==> src/sv/isort_pkg.sv <==
// Shared types and constants for the integer sorter.
// No dependencies; every other file imports this package.
package isort_pkg;

  localparam int DATA_WIDTH = 32;
  localparam int CAPACITY   = 64;
  localparam int CNT_W      = $clog2(CAPACITY + 1);
  localparam int DRN_W      = $clog2(CAPACITY);

  localparam logic [CNT_W-1:0] CAP_CNT    = CNT_W'(CAPACITY);
  localparam logic [DRN_W-1:0] DRAIN_INIT = DRN_W'(CAPACITY - 1);

  typedef logic signed [DATA_WIDTH-1:0] data_t;

  typedef enum logic [1:0] {
    ST_LOAD,
    ST_DRAIN,
    ST_EMIT
  } state_t;

  // Control handed from the controller to every cell of the chain.
  typedef struct packed {
    logic shift;
  } cell_ctl_t;

endpackage

==> src/sv/isort_cell.sv <==
// One cell of the insertion chain: holds one element, keeps the smaller of
// its element and the arriving one, and passes the larger to the next cell.
// Depends on isort_pkg.
module isort_cell
  import isort_pkg::*;
(
  input  logic      clk,
  input  logic      rst_n,
  input  cell_ctl_t ctl,
  input  logic      pin_valid,
  input  data_t     pin_data,
  input  logic      nbr_valid,
  input  data_t     nbr_data,
  output logic      pout_valid,
  output data_t     pout_data,
  output logic      held_valid,
  output data_t     held_data
);

  logic  held_valid_r, held_valid_nxt;
  data_t held_data_r, held_data_nxt;
  logic  pass_valid_r, pass_valid_nxt;
  data_t pass_data_r, pass_data_nxt;

  always_comb begin
    held_valid_nxt = held_valid_r;
    held_data_nxt  = held_data_r;
    pass_valid_nxt = 1'b0;
    pass_data_nxt  = pin_data;
    if (ctl.shift) begin
      // Output phase: the chain moves one place toward the head.
      held_valid_nxt = nbr_valid;
      held_data_nxt  = nbr_data;
    end else if (pin_valid) begin
      if (!held_valid_r) begin
        held_valid_nxt = 1'b1;
        held_data_nxt  = pin_data;
      end else if (pin_data < held_data_r) begin
        held_data_nxt  = pin_data;
        pass_valid_nxt = 1'b1;
        pass_data_nxt  = held_data_r;
      end else begin
        pass_valid_nxt = 1'b1;
      end
    end
  end

  always_ff @(posedge clk) begin
    if (!rst_n) begin
      held_valid_r <= 1'b0;
      pass_valid_r <= 1'b0;
    end else begin
      held_valid_r <= held_valid_nxt;
      pass_valid_r <= pass_valid_nxt;
    end
  end

  always_ff @(posedge clk) begin
    held_data_r <= held_data_nxt;
    pass_data_r <= pass_data_nxt;
  end

  assign pout_valid = pass_valid_r;
  assign pout_data  = pass_data_r;
  assign held_valid = held_valid_r;
  assign held_data  = held_data_r;

endmodule

==> config.mk <==
export PLATFORM = sky130hd
export DESIGN_NAME = isort_cell
export DESIGN_NICKNAME = d
export VERILOG_FILES = /design/src/sv/isort_pkg.sv /design/src/sv/isort_cell.sv
export SDC_FILE = /design/constraint.sdc
export NUM_CORES = 1
export LEC_CHECK = 0
export BUFFER_PORTS_ARGS = -buffer_cell sky130_fd_sc_hd__buf_2
export CORE_ASPECT_RATIO = 1.2
export CORE_MARGIN = 2
export CORE_UTILIZATION = 42
export CTS_CLUSTER_SIZE = 24
export DETAILED_ROUTE_END_ITERATION = 10
export PLACE_DENSITY_LB_ADDON = 0.15
export SYNTH_ARGS = -nofsm -noshare
export SYNTH_HDL_FRONTEND = slang
export SYNTH_SLANG_ARGS = --single-unit
==> constraint.sdc <==
create_clock -name clk -period 7.9 [get_ports clk]
set_input_delay 0.395 -clock clk [delete_from_list [all_inputs] [get_ports clk]]
set_output_delay 0.395 -clock clk [all_outputs]
set_load 0.005 [all_outputs]
==> Word-level counts from Yosys, hierarchy flattened <==
Index checks and enable logic that the tools add are counted.
{ "word_totals": {"reg_bits": 66, "input_bits": 69, "out_inout_bits": 66, "elab_cells": 22} }
{ "op_classes": {"magnitude_cmp": 1, "n_eq_ne": 1, "muxes": 11, "bitwise_logic": 2, "n_reduce_logical": 3} }
{ "op_table": {"columns": ["operator", "count"], "rows": [
  ["32-bit two-way mux", 8],
  ["32-bit < comparator", 1],
  ["1-bit two-way mux", 3],
  ["3-bit by 2-bit != test with 1-bit output, second input constant", 1],
  ["3-bit OR reduction", 1],
  ["1-bit NOT", 2],
  ["2-bit AND reduction", 1],
  ["2-bit nonzero test", 1]
]} }

==> Depth between registers and ports, before layout <==
Gate-level depths: netlist (run 1).
{ "depth": {"word_depth": 5, "ltp_mapped": 11, "mapped_depth_nobuf": 9} }

==> Worst setup path after synthesis (run 1) <==
Ideal clock, no wire load.
{ "synth_timing": {"kind": "reg-to-reg", "start": "register held_data_r[2] (netlist: held_data[2])", "end": "register held_data_r[0] (netlist: held_data[0]) (enable)", "setup_time_ps": 416, "arrival_ps": 3264, "t_required_ps": 7484, "setup_slack_ps": 4220, "stages_incl_launch_ff": 12, "path_buffers": 2, "synth_period_minus_slack_ps": 3680, "cell_sequence": "edfxtp_1 inv_1 ha_1 a211o_1 a31oi_1 o311a_1 nor3_2 o31ai_2 buf_6 buf_6 a21oi_1 nor3_2"} }
{ "synth_via": {"elab_chain_len": 3} }
{ "synth_lines": {"columns": ["item", "line", "rtl"], "rows": [
  ["start: declaration", "isort_cell.sv:21", "data_t held_data_r, held_data_nxt;"],
  ["start signal: assignment", "isort_cell.sv:59", "held_data_r <= held_data_nxt;"],
  ["32-bit < comparator", "isort_cell.sv:38", "end else if (pin_data < held_data_r) begin"],
  ["3-bit by 2-bit != test with 1-bit output (no line)", null, null],
  ["2-bit AND reduction (no line)", null, null]
]} }
No other way between the ends.
A chain may end at the register's enable or synchronous reset.

==> Worst setup path after layout (run 1) <==
{ "layout_timing": {"start": "register held_data_r[31] (netlist: held_data[31])", "end": "register held_data_r[23] (netlist: held_data[23]) (enable)"} }
The elaborated chain is that of the path after synthesis.

==> results of run 1 <==
[worst max-delay path, stage by stage (launching register included)]
cell and delay (ps):
edfxtp_1 350, inv_1 70, ha_4 950, nand4_1 310, nor4_2 440, o31ai_4 130, buf_4 260, and4b_1 280
nor3_4 640, buf_4 410
[worst max-delay path by stage]
stage                         endpoint               startpoint  cells after the start  slack [ps]
6_report       held_data[23]$_DFFE_PP_  held_data[31]$_DFFE_PP_                      9        3680
2_1_floorplan   held_data[0]$_DFFE_PP_   held_data[2]$_DFFE_PP_                     11        4220
3_5_place_dp   held_data[26]$_DFFE_PP_             pin_data[31]                      9        3520
5_1_grt        held_data[28]$_DFFE_PP_  held_data[31]$_DFFE_PP_                      9        3350
4_1_cts        held_data[28]$_DFFE_PP_  held_data[31]$_DFFE_PP_                      9        3630
3_3_place_gp   held_data[20]$_DFFE_PP_             pin_data[31]                      9        3710
[cell usage after synthesis (2+ instances only)]
library cell and number:
nor3_2 2, nand3_1 4, clkbuf_1 27, dfxtp_1 34
nand4_1 7, mux2_2 32, nand2_1 70, ha_1 31
buf_1 4, and3_1 33, nor3b_1 31, edfxtp_1 32
nor2_1 3, o21ai_0 4, o211ai_1 31, a311oi_1 13
o311a_1 2, a311oi_2 18, a21oi_1 45, buf_6 3
a21o_1 2, nand2b_1 3, buf_2 9, inv_1 31
or3_1 30
[power by group through the flow]
| stage | clock network (mW) | registers, mW | logic, mW |
|---|---|---|---|
| 6_report | 0.363 | 0.429 | 0.323 |
| 5_1_grt | 0.381 | 0.434 | 0.363 |
| 4_1_cts | 0.369 | 0.430 | 0.326 |
| 3_5_place_dp | 0 | 0.436 | 0.324 |
| 3_3_place_gp | 0 | 0.435 | 0.314 |
| 2_1_floorplan | 0 | 0.439 | 0.203 |
[cell families after synthesis]
| group | share of synthesized area (%) |
|---|---|
| fa+ha+maj | 8.23 |
| mux | 7.89 |
| compound gates | 19.9 |
| flops | 34.8 |
| buf+inv | 6.77 |
| simple gates | 22.3 |
[cell usage in the layout (no fill, tap or decap), types with 2 or more instances in the layout]
cell type,count
inv_1,31
buf_2,134
buf_4,5
nand2_1,69
o211ai_1,31
a21o_1,2
edfxtp_1,32
dfxtp_1,34
and3_1,32
nand4_1,7
o21ai_0,4
mux2_2,32
nor3b_1,31
a311oi_2,18
a21oi_1,45
nand2b_1,3
clkbuf_1,3
o311a_1,2
or3_1,30
ha_1,30
a311oi_1,13
clkbuf_16,9
nand3_1,4
clkinv_2,3
nor2_1,3
[layer usage]
metal  global-route usage (%)  share of wire, %  vias to the layer above
met5                        0                 0                        -
met3                     4.19               4.2                       10
met1                     26.0                43                     2077
li1                         -                 -                     2141
met2                     36.9                52                       99
met4                     5.99               1.0                        0
[registers in the layout (all words and copies together), names as in the netlist]
signal      count
held_data      32
pout_data      32
held_valid      1
pout_valid      1
[through the flow]
| step | power (mW) | hold WS (ps) |
|---|---|---|
| floorplan | 0.642 | 510 |
| global placement | 0.749 | 488 |
| detailed placement | 0.760 | 501 |
| CTS | 1.12 | 308 |
| global route | 1.18 | 315 |
| finish | 1.12 | 318 |
[cell type report]
cell class,instances,area [sq um]
fill,1038,5300
sequential,66,1640
multi-input combinational,372,2780
inverter,31,116
timing repair buffer,139,708
clock inverter,3,15.0
tap,132,165
clock buffer,13,250
antenna,1,2.50
==> flow_metrics.py, run 1 <==
metrics = {
    "hold_path": {
        "hp-start": "rst_n",
        "worst_hold_path_type": "input pin to flip-flop",
        "whs_path_depth": 2,
        "holdPathEnd": "pout_valid$_SDFF_PP0_",
    },
    "layout": {
        "drive_gt1_share_pct": 33.7,
        "stdcell_count": 757,
        "fin_nets": 719,
        "final_util_pct": 51.7,
        "syn2layout_area_growth_pct": 20.6,
        "final_area_sq_mm": 0.00568,
    },
    "routing": {
        "drc": 0,
        "wl_um": 12600,
        "via_per_inst": 5.72,
        "dr.pass1.iters": 4,
        "wire_per_inst_um": 16.6,
        "ant_nets": 0,
        "vias": 4327,
        "drt_iter0_markers": 232,
    },
    "setup_path": {
        "worstPathRequired_ps": 7910,
        "r2r-start": "held_data[31]$_DFFE_PP_",
        "path_max_fanout": 128,
        "startpoint_type": "flip-flop",
        "reg2regPathDepth": 9,
        "r2r-end": "held_data[23]$_DFFE_PP_",
        "r2r_slack_ps": 3680,
        "crit_arrival_ps": 4230,
        "cp-end-kind": "flip-flop",
        "critical_path_class": "flip-flop to flip-flop",
    },
    "power": {
        "leakage_nw": 2.51,
        "vdd_drop_max_uv": 83.8,
        "p_int_mw": 0.764,
        "p_switching_mw": 0.351,
        "power_per_cell_area_mw_per_mm2": 196,
        "clockPowerShare_pct": 32.6,
        "seqPwrFrac_pct": 38.5,
        "p_comb_share_pct": 29.0,
        "switching_share_pct": 31.5,
    },
    "grt": {
        "antenna_found_initial": 0,
        "grt.total_usage_pct": 21.1,
        "first_global_vias": 4147,
        "gr-total-overflow": 0,
        "grt_first_pass_wirelength_um": 20200,
        "grt_start_max_net_pins": 129,
    },
    "clock_tree": {
        "clk_latency_ps": 330,
        "post_cts_hold_buffer_count": 0,
        "htreeDepth": 3,
        "clk_pin_slew_ps": 50,
        "cts_buffer_depth": 2,
        "post_cts_buffers": 0,
        "clockRootBuffer": "clkbuf_16",
        "cts_buffers": 9,
        "cts_tree": "done",
        "cts.sinks": 66,
        "post_cts_resized": 0,
    },
    "floorplan": {
        "die_h_um": 120,
        "dieArea_sq_mm": 0.0121,
        "row_count": 42,
        "fp.coreArea_sq_mm": 0.0110,
        "ioPinCount": 135,
        "start_util_pct": 42.9,
        "dieWidth_um": 101,
    },
    "synth": {
        "synth.top_cell.area_share_pct": 20.4,
        "ys_top_cells_by_area": "edfxtp_1 (20%), dfxtp_1 (14%), ha_1 (8.2%), mux2_2 (7.6%), a311oi_2 (5.7%)",
        "async_reset_ff_share_pct": 0,
        "syn_area_sq_mm": 0.00471,
        "ys.warnings.count": 0,
        "synth-seq-cells": 66,
        "ys_seq_area_share_pct": 34.8,
        "syn_inst": 513,
        "synth_flop_cell": "dfxtp_1",
        "synth_edf_count": 32,
        "ys_types": 37,
        "avgSynthCellArea_sq_um": 9.18,
        "synth_fp_nets": 613,
        "synth_top_area_cell": "edfxtp_1",
    },
    "sta": {
        "slew_headroom_pct": 25.7,
        "setup_ws_ps": 3680,
        "final_hold_viol_count": 0,
        "rsz0062_at_grt": "false",
        "fin_skew_ps": 6.99,
        "period_needed_ps": 4220,
        "slew_viol_final": 0,
        "period_share_pct": 53.4,
        "setup-tns-final_ps": 0,
        "fmax_ghz": 0.237,
        "worst_slew_pin_slew_ps": 1120,
        "setup_viol": 0,
    },
    "placed_design": {
        "port_buffers": 134,
        "dp_hpwl_um": 8600,
        "pre_cts_ws_ps": 3520,
        "numPlacedInstances": 740,
        "place_congestion": 0.770,
        "placed_area_sq_mm": 0.00541,
    },
    "job": {
        "drv_cap": 0,
    },
    "outcome": {
        "status": "complete, no violations",
    },
}
(Power assumes the default switching activity.)
==> run 2, diff against run 1 <==
==> constraint.sdc (replaced) <==
create_clock -name clk -period 3.4 [get_ports clk]
set_input_delay 0.17 -clock clk [delete_from_list [all_inputs] [get_ports clk]]
set_output_delay 0.17 -clock clk [all_outputs]
set_load 0.005 [all_outputs]
==> flow_metrics.py, run 2 (synthesized netlist as in run 1, its figures left out) <==
metrics = {
    "clock_tree": {
        "clk_latency_ps": 330,
        "cts_tree": "done",
        "post_cts_resized": 0,
        "clockRootBuffer": "clkbuf_16",
        "clk_pin_slew_ps": 60,
        "cts.sinks": 66,
        "post_cts_buffers": 0,
        "post_cts_hold_buffer_count": 0,
        "cts_buffer_depth": 2,
        "cts_buffers": 9,
        "htreeDepth": 3,
    },
    "layout": {
        "syn2layout_area_growth_pct": 22.4,
        "drive_gt1_share_pct": 34.5,
        "layout_commonest_cell": "buf_2",
        "fin_nets": 727,
        "layout_common_cells": "buf_2 (134), nand2_1 (69), a21oi_1 (45)",
    },
    "routing": {
        "drt_iter0_markers": 167,
        "wire_per_inst_um": 16.2,
        "dr.pass1.iters": 4,
        "ant_nets": 0,
        "via_per_inst": 5.67,
        "drc": 0,
        "wl_um": 12400,
        "vias": 4337,
    },
    "grt": {
        "first_global_vias": 3998,
        "grt_first_pass_wirelength_um": 19900,
        "antenna_found_initial": 0,
        "gr-total-overflow": 0,
        "grt.total_usage_pct": 20.6,
        "grt_start_max_net_pins": 127,
    },
    "floorplan": {
        "row_count": 42,
        "start_util_pct": 42.9,
        "dieWidth_um": 101,
        "dieArea_sq_mm": 0.0121,
        "fp.coreArea_sq_mm": 0.0110,
        "ioPinCount": 135,
        "die_h_um": 120,
    },
    "setup_path": {
        "slowest_delay_ps": 400,
        "path_max_fanout": 21,
        "critical_path_class": "flip-flop to flip-flop",
        "path_delay_family": "compound AO/OA/AOI/OAI gates",
        "crit_arrival_ps": 2780,
        "critPathBufInv": 3,
        "cp_slowest_cell": "edfxtp_1",
        "startpoint_type": "flip-flop",
        "cp-end-kind": "flip-flop",
        "crit_path_cell_trace": "inv_1 > ha_1 > a21oi_1 > o21ai_0 > a221oi_2 > and3_2 > buf_4 > a21oi_1 > nor3_4 > buf_4",
        "worstPathRequired_ps": 3400,
    },
    "sta": {
        "worst_slew_pin_slew_ps": 1030,
        "setup_viol": 0,
        "period_share_pct": 81.7,
        "period_needed_ps": 2780,
        "fin_skew_ps": 8.65,
        "slew_viol_final": 0,
        "slew_headroom_pct": 31.0,
        "rsz0062_at_grt": "false",
        "setup_ws_ps": 622,
        "final_hold_viol_count": 0,
        "fmax_ghz": 0.360,
        "setup-tns-final_ps": 0,
    },
    "hold_path": {
        "worst_hold_path_type": "input pin to flip-flop",
    },
    "power": {
        "leakage_nw": 2.56,
        "power_per_cell_area_mw_per_mm2": 464,
        "vdd_drop_max_uv": 204,
        "power_mw": 2.68,
    },
    "placed_design": {
        "pre_cts_ws_ps": 627,
        "port_buffers": 134,
        "dp_hpwl_um": 8510,
        "place_congestion": 0.771,
    },
    "job": {
        "drv_cap": 0,
    },
    "outcome": {
        "status": "complete, no violations",
    },
}
==> run 2: through the flow <==
stage	instances	area [sq um]	hold slack, ps	util, %
CTS	764	5760	82.5	52.5
detailed placement	748	5470	428	49.8
finish	765	5770	93.3	52.5
global placement	748	5470	422	49.8
floorplan	513	4720	295	-
global route	764	5760	97.2	52.5
==> run 2: where the power goes <==
| group | total (mW) | switching, mW | internal [mW] |
|---|---|---|---|
| clock | 0.918 | 0.332 | 0.586 |
| sequential | 0.998 | 0.0475 | 0.950 |
| combinational | 0.760 | 0.435 | 0.325 |
==> run 2: final cells by class <==
| class | count | area (sq um) |
|---|---|---|
| diodes | 1 | 2.50 |
| clock buffers | 13 | 250 |
| clock inverters | 3 | 40.0 |
| fillers | 1020 | 5220 |
| inverters | 31 | 116 |
| multi-input cells | 372 | 2780 |
| flip-flops and latches | 66 | 1640 |
| well taps | 132 | 165 |
| repair buffers | 147 | 768 |
==> run 2: final timing paths <==
kind                                              start                 endpoint  slack, ps  cells past startpoint
worst max-delay path            held_data[23]$_DFFE_PP_   held_data[6]$_DFFE_PP_        620                     10
worst min-delay path                              rst_n    pout_valid$_SDFF_PP0_         90                      2
worst max register to register  held_data[23]$_DFFE_PP_   held_data[6]$_DFFE_PP_        620                     10
worst min register to register  held_valid$_SDFFE_PN0P_  held_valid$_SDFFE_PN0P_        530                      1
==> run 2: per-layer routing <==
metal / global-route usage, % / wire, um / share of wire [%]
met4: 6.42 / 132 / 1.1
met5: 0 / 0 / 0
met3: 4.25 / 634 / 5.1
met1: 25.8 / 5280 / 43
met2: 35.3 / 6330 / 51
