## src/sv/isort_pkg.sv

```systemverilog
// Shared types and constants for the integer sorter.
// No dependencies; every other file imports this package.
package isort_pkg;

  localparam int DATA_WIDTH = 32;
  localparam int CAPACITY   = 64;
  localparam int CNT_W      = $clog2(CAPACITY + 1);
  localparam int DRN_W      = $clog2(CAPACITY);

  localparam logic [CNT_W-1:0] CAP_CNT    = CNT_W'(CAPACITY);
  localparam logic [DRN_W-1:0] DRAIN_INIT = DRN_W'(CAPACITY - 1);

  typedef logic signed [DATA_WIDTH-1:0] data_t;

  typedef enum logic [1:0] {
    ST_LOAD,
    ST_DRAIN,
    ST_EMIT
  } state_t;

  // Control handed from the controller to every cell of the chain.
  typedef struct packed {
    logic shift;
  } cell_ctl_t;

endpackage

```

## src/sv/isort_ctrl.sv

```systemverilog
// Run controller: counts stored elements, tracks overflow, waits for the
// chain to settle and then unloads it through the output registers.
// Depends on isort_pkg.
module isort_ctrl
  import isort_pkg::*;
(
  input  logic      clk,
  input  logic      rst_n,
  input  logic      start,
  input  logic      in_last,
  input  data_t     head_data,
  output logic      busy,
  output logic      inject,
  output cell_ctl_t ctl,
  output logic      out_valid,
  output data_t     out_sorted_value,
  output logic      out_final_res,
  output logic      out_overflow
);

  state_t           state_r, state_nxt;
  logic [CNT_W-1:0] cnt_r, cnt_nxt;
  logic             ovf_r, ovf_nxt;
  logic [DRN_W-1:0] drain_r, drain_nxt;
  logic             ov_r, ov_nxt;
  data_t            val_r, val_nxt;
  logic             fin_r, fin_nxt;
  logic             ovo_r, ovo_nxt;

  always_comb begin
    state_nxt = state_r;
    cnt_nxt   = cnt_r;
    ovf_nxt   = ovf_r;
    drain_nxt = drain_r;
    ov_nxt    = 1'b0;
    val_nxt   = head_data;
    fin_nxt   = 1'b0;
    ovo_nxt   = ovf_r;
    busy      = 1'b1;
    inject    = 1'b0;
    ctl.shift = 1'b0;
    case (state_r)
      ST_LOAD: begin
        busy = 1'b0;
        if (start) begin
          if (cnt_r < CAP_CNT) begin
            inject  = 1'b1;
            cnt_nxt = cnt_r + CNT_W'(1);
          end else begin
            ovf_nxt = 1'b1;
          end
          if (in_last) begin
            state_nxt = ST_DRAIN;
            drain_nxt = DRAIN_INIT;
          end
        end
      end
      ST_DRAIN: begin
        // The last element moves on one cell per cycle until it reaches its place.
        drain_nxt = drain_r - DRN_W'(1);
        if (drain_r == DRN_W'(1)) begin
          state_nxt = ST_EMIT;
        end
      end
      ST_EMIT: begin
        ctl.shift = 1'b1;
        ov_nxt    = 1'b1;
        fin_nxt   = (cnt_r == CNT_W'(1));
        cnt_nxt   = cnt_r - CNT_W'(1);
        if (cnt_r == CNT_W'(1)) begin
          state_nxt = ST_LOAD;
          ovf_nxt   = 1'b0;
        end
      end
      default: begin
        state_nxt = ST_LOAD;
      end
    endcase
  end

  always_ff @(posedge clk) begin
    if (!rst_n) begin
      state_r <= ST_LOAD;
      cnt_r   <= '0;
      ovf_r   <= 1'b0;
      drain_r <= '0;
      ov_r    <= 1'b0;
    end else begin
      state_r <= state_nxt;
      cnt_r   <= cnt_nxt;
      ovf_r   <= ovf_nxt;
      drain_r <= drain_nxt;
      ov_r    <= ov_nxt;
    end
  end

  always_ff @(posedge clk) begin
    val_r <= val_nxt;
    fin_r <= fin_nxt;
    ovo_r <= ovo_nxt;
  end

  assign out_valid        = ov_r;
  assign out_sorted_value = val_r;
  assign out_final_res    = fin_r;
  assign out_overflow     = ovo_r;

  a_emit_nonempty: assert property (@(posedge clk) disable iff (!rst_n)
    state_r == ST_EMIT |-> cnt_r != '0)
    else $error("unload phase entered with no stored elements");

  a_cnt_bound: assert property (@(posedge clk) disable iff (!rst_n)
    cnt_r <= CAP_CNT)
    else $error("element count exceeds capacity");

  a_final_ends_run: assert property (@(posedge clk) disable iff (!rst_n)
    out_valid && out_final_res |=> !out_valid)
    else $error("result transfer followed the final result");

  a_last_drains: assert property (@(posedge clk) disable iff (!rst_n)
    start && !busy && in_last |=> state_r == ST_DRAIN && !ovf_r == !$past(ovf_nxt))
    else $error("last element did not start the settle phase");

endmodule

```

## config.mk

```make
export PLATFORM = sky130hd
export DESIGN_NAME = isort_ctrl
export DESIGN_NICKNAME = d
export VERILOG_FILES = /design/src/sv/isort_pkg.sv /design/src/sv/isort_ctrl.sv
export SDC_FILE = /design/constraint.sdc
export NUM_CORES = 1
export LEC_CHECK = 0
export ABC_AREA = 1
export BUFFER_PORTS_ARGS = -buffer_cell sky130_fd_sc_hd__buf_2
export CORE_UTILIZATION = 49
export DETAILED_ROUTE_END_ITERATION = 12
export HOLD_SLACK_MARGIN = 0.15
export PLACE_DENSITY = 0.82
export SYNTH_ARGS = -nofsm -noshare
export SYNTH_HDL_FRONTEND = slang
export SYNTH_SLANG_ARGS = --single-unit
```

## constraint.sdc

```tcl
create_clock -name clk -period 2.1 [get_ports clk]
set_input_delay 0.21 -clock clk [delete_from_list [all_inputs] [get_ports clk]]
set_output_delay 0.21 -clock clk [all_outputs]
set_load 0.02 [all_outputs]
```

== Word level (Yosys, flattened, before mapping) ==
Cells that the tools add are included.

* Logic and storage cells: 49
* Output and inout bits: 38
* Input port bits: 36
* Bits in registers: 51

* Magnitude comparators: 1
* Eq/ne operators: 10
* $add $sub $neg: 3
* Muxes and demuxes: 20
* Reduce and logical (&&, ||, !) cells: 7

{| class="wikitable"
|+ Operators by type and width
! cell !! number
|-
| $mux 7 || 2
|-
| $pmux 7 s2 || 1
|-
| $mux 6 || 2
|-
| $ne 2x2->1 const B || 6
|-
| $pmux 6 s2 || 1
|-
| $mux 1 || 8
|-
| $mux 2 || 4
|-
| $reduce_and 4->1 || 2
|-
| $add 7x1->7 const B || 1
|-
| $eq 7x1->1 const B || 1
|-
| $lt 7x7->1 const B || 1
|-
| $sub 7x1->7 const B || 1
|-
| $eq 6x1->1 const B || 1
|-
| $pmux 2 s3 || 1
|-
| $reduce_and 3->1 || 2
|-
| $sub 6x1->6 const B || 1
|-
| $reduce_bool 2->1 || 2
|-
| $eq 2x1->1 const B || 1
|-
| $eq 2x2->1 const B || 1
|-
| $logic_not 2->1 || 1
|-
| $pmux 1 s2 || 1
|}

== Logic depth before layout (Yosys ltp) ==
Gate-level depths: netlist of the first run.

* Word-level depth: 4
* Depth in mapped cells: 9

== Least setup slack after synthesis of the first run ==
OpenSTA, ideal clock, no wires.

* Path type: register to output
* Start: register state_r[1]
* End: output inject
* Buffers on the path: 0
* Slack: 954 ps
* Data required time: 1890 ps
* Arrival: 936 ps
* Stages on the path, launching flop included: 4
* Path through: dfxtp_1 -> nor2_1 -> inv_1 -> nor2_1

* Cells in the longest elaborated chain, start to end: 2

{| class="wikitable"
|+ RTL lines
! what !! RTL line !! RTL
|-
| start, declared || isort_ctrl.sv:21 || <nowiki>state_t state_r, state_nxt;</nowiki>
|-
| start signal, assigned || isort_ctrl.sv:89 || <nowiki>state_r <= state_nxt;</nowiki>
|-
| $logic_not 2->1 || isort_ctrl.sv:42 || <nowiki>case (state_r)</nowiki>
|-
| $mux 1 || isort_ctrl.sv:42 ||
|-
| end, declared || isort_ctrl.sv:13 || <nowiki>output logic inject,</nowiki>
|}

No other way between the ends.

== Final worst setup path of the first run ==
* Start: register state_r[1]
* End: output ctl

* Cells in the longest elaborated chain, start to end: 2

{| class="wikitable"
|+ RTL lines
! what !! RTL line !! RTL
|-
| $eq 2x2->1 || isort_ctrl.sv:42 ||
|-
| $mux 1 || isort_ctrl.sv:42 ||
|-
| end, declared || isort_ctrl.sv:14 || <nowiki>output cell_ctl_t ctl,</nowiki>
|}

No other way between the ends.

==> results by group, run 1 <==
Clocking
  – CTS clk-pin slew, worst paths: 0.14 ns
  – Clk buf depth: 2
  – CTS root buffer: clkbuf_4
  – Post CTS Setup Buffer Count: 0
  – TritonCTS clock tree: yes
  – Clock Latency Late Sink: 0.35 ns
  – Clock H-tree levels: 2
  – CTS buffer count: 5
  – # clock sinks: 51
  – PostCTS Resize Cnt: 0
  – Post-CTS Hold Buffers: 33

Route
  – Via count: 1568
  – WL/cell: 12.1 µm
  – Final WL: 4.09 mm
  – DR pass1 iterations: 4
  – DRT antenna net count: 0
  – DR vias/cell: 4.63
  – DRC: 0
  – Iter 0 DRT Violations: 47

Floorplanning
  – Die ar.: 3670 µm²
  – Die Wd: 60.6 µm
  – Cell row count: 20
  – Die Ht: 60.6 µm
  – Starting density of the core: 53.4%
  – I/O pin count: 74
  – Core Area: 3150 µm²

Worst setup path
  – Crit path DAT: 1.41 ns
  – CP required: 1.89 ns
  – FF-to-FF setup slack: 0.78 ns
  – CP startpoint kind: flip-flop
  – FF-to-FF End: cnt_r[4]
  – Worst r2r path cells: 7
  – Reg2reg start: state_r[1]
  – CP Max Fanout: 11
  – CP Capture Type: output pin
  – Kind of critical path: reg2out

Timing
  – Post-route minimum period: 1.62 ns
  – RSZ-0062 raised after global routing: false
  – Final Max Slew Viols: 0
  – Rel. slew slack: 74.4%
  – Final hold violations: 0
  – Final setup fails: 0
  – Skew final: 0.0137 ns
  – Setup_tns: 0 ns
  – Slew @ Worst Pin: 0.383 ns
  – Tcrit/Tclk final: 77.2%
  – Max Fclk: 617 MHz

Final layout
  – Final std cell area, no fill: 2470 µm²
  – Layout cells sized above 1: 30.8%
  – Area delta synth->final: 46.8%
  – Antenna cells: 0
  – Final net count: 335
  – Non-filler instance count after layout: 339
  – Filler instances: 215

Yosys
  – Warnings from Yosys: 0
  – Synth Instances: 183
  – Synth unique cells: 24
  – Syn avg cell area: 9.20 µm²
  – Cell Area, Synth: 1680 µm²
  – Sequential element share of the synthesized area: 60.7%
  – #FFs+latches synth: 51
  – Syn Nets: 224

Power and ir drop
  – Register share of total power: 56.6%
  – Power Density: 765 nW/µm²
  – Switch Pwr: 0.000563 W
  – Worst VDD drop: 0.000604 V
  – Clock power frac: 22.7%
  – Switch share: 29.8%
  – Comb power frac: 20.6%
  – LEAKAGE: 1.21 nW
  – Internal: 0.00133 W

Placed design
  – Gpl congestion: 0.876
  – Inst Count DP: 298
  – Post-DP Area: 2090 µm²
  – I/O Buffers: 73
  – DP Wirelength: 2.25 mm

Global route
  – First-pass GRT wire length: 6.44 mm
  – Gr busiest metal: met2
  – Met1 Use GR: 29.6%
  – Remaining global-route overflow: 0
  – Total track usage: 24.1%
  – Largest net degree at the start of global routing: 16
  – Met3 Usage GRT: 7.89%
  – Initial antenna violation count: 0
  – Vias in the first global route: 1433
  – GR Util met2: 39.7%

Worst hold path
  – Min-Delay Path Class: in2reg
  – Hold EP: state_r[0]
  – Hold path start: in_last
  – Hold Path Cell Cnt: 3

Outcome
  – Status: finished, final reports clean

Job
  – Max-cap viol count: 0
==> cells in the mapped netlist <==
library cell | number | area, µm²
dfxtp_1 | 51 | 1020
nand2_1 | 36 | 135
nor2_1 | 23 | 86.3
inv_1 | 15 | 56.3
nand3_1 | 14 | 70.1
a21oi_1 | 9 | 45.0
ha_1 | 5 | 62.6
o21ai_1 | 5 | 25.0
inv_2 | 4 | 15.0
nand4_1 | 3 | 18.8
a31oi_1 | 2 | 12.5
nand2_2 | 2 | 12.5
nand3_2 | 2 | 20.0
o21ai_0 | 2 | 10.0
a21oi_4 | 1 | 16.3
buf_2 | 1 | 5.00
buf_6 | 1 | 11.3
clkinv_1 | 1 | 3.75
nand2_8 | 1 | 20.0
nor2_2 | 1 | 6.26
nor3_1 | 1 | 5.00
o21bai_1 | 1 | 7.51
xnor2_1 | 1 | 8.76
xor2_1 | 1 | 8.76
==> critical path, cell delays in order (launching register included) <==
cell,delay [ns]
dfxtp_1,0.45
nand2_2,0.23
inv_2,0.19
buf_2,0.19
==> worst max-delay path by stage <==
stage	startpoint	to	slack (ns)	cells after the start
floorplan	state_r[1]	inject	0.95	3
global placement	state_r[1]	cnt_r[4]	0.86	7
detailed placement	state_r[1]	cnt_r[4]	0.80	7
CTS	state_r[1]	ctl	0.47	3
global route	state_r[1]	ctl	0.37	3
finish	state_r[1]	ctl	0.48	3
==> metal layers <==
metal / vias to the layer above / wire length, µm / share of wire (%)
met3: 6 / 335 / 8.2
li1: 800 / - / -
met1: 700 / 1730 / 42
met5: - / 0 / 0
met4: 0 / 65 / 1.6
met2: 62 / 1950 / 48
==> stage by stage <==
stage	util [%]	total power (W)	worst slack (ns)	hold slack, ns
floorplan	-	0.00132	0.954	0.238
global placement	66.2	0.00141	0.858	0.312
detailed placement	66.2	0.00142	0.800	0.314
CTS	78.4	0.00188	0.473	0.232
global route	78.4	0.00199	0.375	0.244
finish	78.4	0.00189	0.479	0.239
==> registers in the layout (all words and copies together), names as in the netlist <==
| name | flops |
|---|---|
| out_sorted_value | 32 |
| cnt_r | 7 |
| drain_r | 6 |
| state_r | 2 |
| out_final_res | 1 |
| out_overflow | 1 |
| out_valid | 1 |
| ovf_r | 1 |
==> cell families (layout without fill, tap and decap cells) <==
kind of cell,Yosys count,count (layout),share of synthesized area [%]
xor+xnor,2,2,1.04
compound gates,20,20,6.91
fa+ha+maj,5,5,3.72
flops,51,51,60.7
buf+inv,22,134,5.43
simple gates,83,83,22.2
==> power groups by stage <==
stage          Clock [W]  Combinational [W]  Sequential (W)
2_1_floorplan          0           0.000191         0.00113
3_3_place_gp           0           0.000328         0.00109
3_5_place_dp           0           0.000335         0.00109
4_1_cts         0.000430           0.000382         0.00107
5_1_grt         0.000473           0.000436         0.00108
6_report        0.000429           0.000390         0.00107
==> layout make-up <==
class / count / area [µm²] / share of cell area (%)
inverters: 20 / 75.1 / 3.04
clock inverters: 2 / 12.5 / 0.506
multi-input cells: 110 / 571 / 23.1
clock buffers: 6 / 41.3 / 1.67
repair buffers: 106 / 696 / 28.2
flip-flops and latches: 51 / 1020 / 41.3
well taps: 44 / 55.1 / 2.23
==> cell usage in the layout (no fill, tap or decap), types with 2 or more instances in the layout <==
cell type	n
o21ai_1	5
nand2_1	36
nand3_2	2
a31oi_1	2
buf_2	73
clkbuf_4	5
nand3_1	14
inv_2	4
a21oi_1	9
nor2_1	23
nand4_1	3
ha_1	5
inv_1	15
dfxtp_1	51
dlygate4sd3_1	33
o21ai_0	2
nand2_2	2
No activity file was read; power rests on OpenSTA's default activity.
==> run 2, diff against run 1 <==
- CORE_UTILIZATION: 49 -> 46
- PLACE_DENSITY: 0.82 -> 0.78
- clock period: 2.1 -> 1.5 ns (I/O delays scaled with it)
==> run 2 against run 1 <==
  * Clock skew is essentially flat
  * Highest routed layer unchanged
  * Largest power group unchanged
  * Register-to-register slack got worse by 0.51 ns
  * First-iteration DRC count rose by 68%
==> results by group, run 2 (synthesis gave the netlist of run 1 again) <==
Clocking
  – CTS buffer count: 5
  – Clk buf depth: 2
  – Clock H-tree levels: 2
  – CTS root buffer: clkbuf_4
  – Post CTS Setup Buffer Count: 0
  – # clock sinks: 51
  – Clock Latency Late Sink: 0.37 ns
  – CTS clk-pin slew, worst paths: 0.15 ns
  – TritonCTS clock tree: yes

Final layout
  – Antenna cells: 0
  – Final std cell area, no fill: 2560 µm²
  – Most frequent cells in the layout: 73 x buf_2, 50 x dfxtp_1, 36 x nand2_1, 35 x dlygate4sd3_1, 23 x nor2_1
  – Max reg flops: 32
  – Layout cells sized above 1: 31.3%
  – Most common cell after layout, fill and taps aside: buf_2
  – Final net count: 337
  – FF/Latch Area: 1020 µm²
  – Filler instances: 255
  – Area of the multi-input gates: 576 µm²
  – Area delta synth->final: 52.0%

Placed design
  – DP Wirelength: 2.25 mm
  – I/O Buffers: 73
  – Gpl congestion: 0.864
  – Post-DP Area: 2090 µm²

Route
  – Via count: 1561
  – DR pass1 iterations: 4
  – WL/cell: 12.2 µm
  – Final WL: 4.17 mm
  – DRC: 0
  – DR vias/cell: 4.55
  – DRT antenna net count: 0
  – Iter 0 DRT Violations: 79

Floorplanning
  – Cell row count: 21
  – Die Ht: 62.5 µm
  – I/O pin count: 74
  – Die ar.: 3900 µm²
  – Die Wd: 62.5 µm
  – Starting density of the core: 49.3%
  – Core Area: 3420 µm²

Worst hold path
  – Hold Path Cell Cnt: 0
  – Min-Delay Path Class: reg2reg

Worst setup path
  – Kind of critical path: reg2out
  – Crit path depth: 4
  – Slowest Stage Delay on Critical Path: 0.35 ns
  – CP delay by family, top: buffers and inverters
  – Worst r2r path cells: 7
  – CP startpoint kind: flip-flop
  – Slowest CP cell: dfxtp_1
  – Sum of buffers and inverters on the critical path: 3
  – Crit path DAT: 1.25 ns
  – Worst-path cell chain: inv_2 > nand2_4 > inv_4 > buf_2
  – CP required: 1.35 ns
  – CP Max Fanout: 11
  – CP Capture Type: output pin

Power and ir drop
  – LEAKAGE: 1.25 nW
  – Power Density: 1180 nW/µm²
  – Worst VDD drop: 0.000968 V

Timing
  – Skew final: 0.0141 ns
  – Final Max Slew Viols: 0
  – Final hold violations: 0
  – Setup_tns: 0 ns
  – RSZ-0062 raised after global routing: false
  – Post-route minimum period: 1.40 ns
  – Final setup fails: 0
  – Max Fclk: 715 MHz
  – Slew @ Worst Pin: 0.381 ns
  – Rel. slew slack: 74.5%
  – Minimum hold slack: 0.371 ns
  – Tcrit/Tclk final: 93.2%

Global route
  – Remaining global-route overflow: 0
  – Initial antenna violation count: 0
  – Largest net degree at the start of global routing: 18
  – First-pass GRT wire length: 6.89 mm
  – Vias in the first global route: 1531
  – Total track usage: 23.6%

Outcome
  – Status: finished, final reports clean

Job
  – Max-cap viol count: 0
==> run 2: layer usage <==
metal  up-vias  wire length [µm]  global-route usage (%)
li1        806                 -                       -
met1       691              1750                    25.2
met2        58              2120                    42.8
met3         6               236                    6.02
met4         0                70                    11.3
met5         -                 0                       0
==> run 2: final timing paths <==
check,endpoint,slack (ns),start
min,out_overflow,0.37,ovf_r
min reg2reg,out_overflow,0.37,ovf_r
max,ctl,0.10,state_r[0]
max reg2reg,cnt_r[2],0.27,cnt_r[0]
==> run 2: where the power goes <==
| part | internal, W | switching (W) | total [W] |
|---|---|---|---|
| Sequential | 0.00145 | 0.0000570 | 0.00150 |
| Combinational | 0.000237 | 0.000313 | 0.000550 |
| Clock | 0.000531 | 0.000446 | 0.000977 |
==> run 2: what timing repair did <==
action / in CTS / in global routing
endpoints found under the setup margin: 1 / 1
resized for setup: 2 / 1
hold buffers: 35 / 0
cloned: 0 / 0
hold endpoints to repair: 42 / 0
==> run 2: per-stage QoR <==
stage	instances	power, W	utilization, %	setup slack (ns)
2_1_floorplan	183	0.00185	-	0.372
3_3_place_gp	300	0.00198	61.2	0.249
3_5_place_dp	300	0.00199	61.2	0.205
4_1_cts	343	0.00304	74.8	0.0517
5_1_grt	343	0.00320	74.9	0.00370
6_report	343	0.00303	74.9	0.102
==> run 2: final cells by class <==
class | count | share of cell area, %
Sequential cell | 51 | 40.0
Timing Repair Buffer | 108 | 28.0
Multi-Input combinational cell | 110 | 22.5
Inverter | 20 | 3.03
Clock inverter | 3 | 2.79
Tap cell | 46 | 2.25
Clock buffer | 5 | 1.47
==> run 3, diff against run 2 <==
- CORE_ASPECT_RATIO: default -> 0.7
- CORE_UTILIZATION: 46 -> 37
- PLACE_DENSITY: 0.78 -> 0.65
==> run 3 against run 2 <==
  * Die area is 24% higher
  * First-iteration DRC count is 5.1% lower
  * Non-clock buffer count is 3 lower
  * Flip-flop and latch count stayed put
  * Maximum frequency is 2.8% higher
  * Register-to-register slack hardly changed
  * Sequential power hardly changed
  * Clock power is 16% higher
  * Final cell count is 1.7% higher
  * Worst setup slack better by 0.038 ns
  * Final area is 0.39% higher
  * Critical path type unchanged
  * Largest cell class unchanged
==> results by group, run 3 (synthesis gave the netlist of run 1 again) <==
Outcome
  – Status: finished, final reports clean

Final layout
  – Final net count: 334
  – Most common cell after layout, fill and taps aside: buf_2
  – Filler instances: 341
  – Layout cells sized above 1: 31.6%
  – Max reg flops: 32
  – Area delta synth->final: 52.6%
  – Most frequent cells in the layout: 73 x buf_2, 50 x dfxtp_1, 36 x nand2_1, 32 x dlygate4sd3_1, 23 x nor2_1
  – Antenna cells: 0

Timing
  – Slew @ Worst Pin: 0.382 ns
  – Rel. slew slack: 74.4%
  – Final WS setup: 0.140 ns
  – Final hold violations: 0
  – Skew final: 0.00561 ns
  – Final Max Slew Viols: 0
  – Setup_tns: 0 ns
  – Tcrit/Tclk final: 90.7%
  – Final setup fails: 0
  – Post-route minimum period: 1.36 ns
  – RSZ-0062 raised after global routing: false
  – Max Fclk: 735 MHz

Worst setup path
  – Crit path DAT: 1.21 ns
  – Slowest CP cell: dfxtp_1
  – CP Max Fanout: 11
  – Kind of critical path: reg2out
  – CP startpoint kind: flip-flop
  – CP required: 1.35 ns
  – Reg2reg start: cnt_r[0]
  – FF-to-FF End: cnt_r[6]
  – CP delay by family, top: buffers and inverters
  – FF-to-FF setup slack: 0.26 ns
  – Slowest Stage Delay on Critical Path: 0.33 ns
  – Worst r2r path cells: 8
  – Worst-path cell chain: inv_2 > nand2_4 > inv_2 > buf_2
  – CP most frequent cell: inv_2
  – Sum of buffers and inverters on the critical path: 3
  – CP Capture Type: output pin

Clocking
  – CTS clk-pin slew, worst paths: 0.09 ns
  – CTS root buffer: clkbuf_8
  – Post CTS Setup Buffer Count: 0
  – TritonCTS clock tree: yes
  – CTS buffer count: 5
  – # clock sinks: 51
  – Clock Latency Late Sink: 0.30 ns
  – Clock H-tree levels: 2
  – Clk buf depth: 2

Route
  – DR pass1 iterations: 4
  – Final WL: 3.98 mm
  – Iter 0 DRT Violations: 75
  – DR WL met3: 353 µm
  – WL/cell: 11.4 µm
  – DR vias/cell: 4.32
  – DRC: 0
  – Via count: 1506
  – DR WL met2: 1.73 mm
  – Max Used Layer: met4
  – DRT antenna net count: 0
  – DRT met1 WL: 1.87 mm

Power and ir drop
  – Pwr Total: 0.00317 W
  – Worst VDD drop: 0.000629 V
  – LEAKAGE: 1.25 nW
  – Power Density: 1230 nW/µm²

Global route
  – Remaining global-route overflow: 0
  – First-pass GRT wire length: 5.90 mm
  – Largest net degree at the start of global routing: 18
  – Initial antenna violation count: 0
  – Vias in the first global route: 1374
  – Total track usage: 16.5%

Placed design
  – Gpl congestion: 0.867
  – DP Wirelength: 2.54 mm
  – Post-Place Setup Slack: 0.191 ns
  – I/O Buffers: 73

Worst hold path
  – Min-Delay Path Class: in2reg
  – Hold EP: cnt_r[4]
  – Hold Path Cell Cnt: 3
  – Hold path start: rst_n

Floorplanning
  – Starting density of the core: 38.6%
  – Die ar.: 4830 µm²
  – Cell row count: 20
  – Die Wd: 82.6 µm
  – Core Area: 4350 µm²
  – Die Ht: 58.4 µm
  – I/O pin count: 74

Job
  – Max-cap viol count: 0
## run 3: cell count changes in the layout (fill, tap and decap cells not counted)
cell           change
dlygate4sd3_1      -3
inv_4              -1
inv_2              +1
clkbuf_8           +5
clkbuf_4           -5
## run 3: worst register-to-register path: cells and delay by family (launching register included)
kind	cells	cell delay [ns]
flops	1	0.42
fa+ha+maj	1	0.23
simple gates	7	0.50
## run 3: layout make-up
| class | count | area (µm²) | share of cell area [%] |
|---|---|---|---|
| Clock buffer | 5 | 68.8 | 2.68 |
| Clock inverter | 3 | 71.3 | 2.78 |
| Inverter | 20 | 75.1 | 2.92 |
| Multi-Input combinational cell | 110 | 576 | 22.4 |
| Sequential cell | 51 | 1020 | 39.8 |
| Tap cell | 55 | 68.8 | 2.68 |
| Timing Repair Buffer | 105 | 686 | 26.7 |
## run 3: layer usage
layer	global-route usage, %	up-vias
met3	5.43	4
met4	5.17	0
met1	19.9	650
met2	28.1	54
met5	0	-
li1	-	798
## run 3: worst max-delay path by stage
stage / from / end / cells after the start
final: state_r[0] / ctl / 4
after floorplan: cnt_r[0] / cnt_r[2] / 7
after global routing: state_r[0] / ctl / 4
after global placement: state_r[1] / cnt_r[6] / 5
after CTS: state_r[1] / ctl / 3
after detailed placement: state_r[1] / cnt_r[4] / 7
## run 3: repair_timing
action,CTS,global route
hold buffers,32,0
gates resized for setup,0,2
endpoints found under the hold margin,32,0
endpoints found under the setup margin,0,2
## run 3: power by group
| group | leakage, nW | switching (W) | internal, W |
|---|---|---|---|
| clock network | 0.0703 | 0.000453 | 0.000676 |
| registers | 0.426 | 0.0000534 | 0.00144 |
| logic | 0.754 | 0.000311 | 0.000232 |
## run 3: stage by stage
step                cells  util [%]  instance area (µm²)  hold slack [ns]
global placement      309      48.2                 2100            0.253
detailed placement    309      48.2                 2100            0.254
global route          349      59.0                 2570            0.166
floorplan             183         -                 1680            0.178
finish                349      59.0                 2570            0.157
CTS                   349      58.8                 2560            0.150
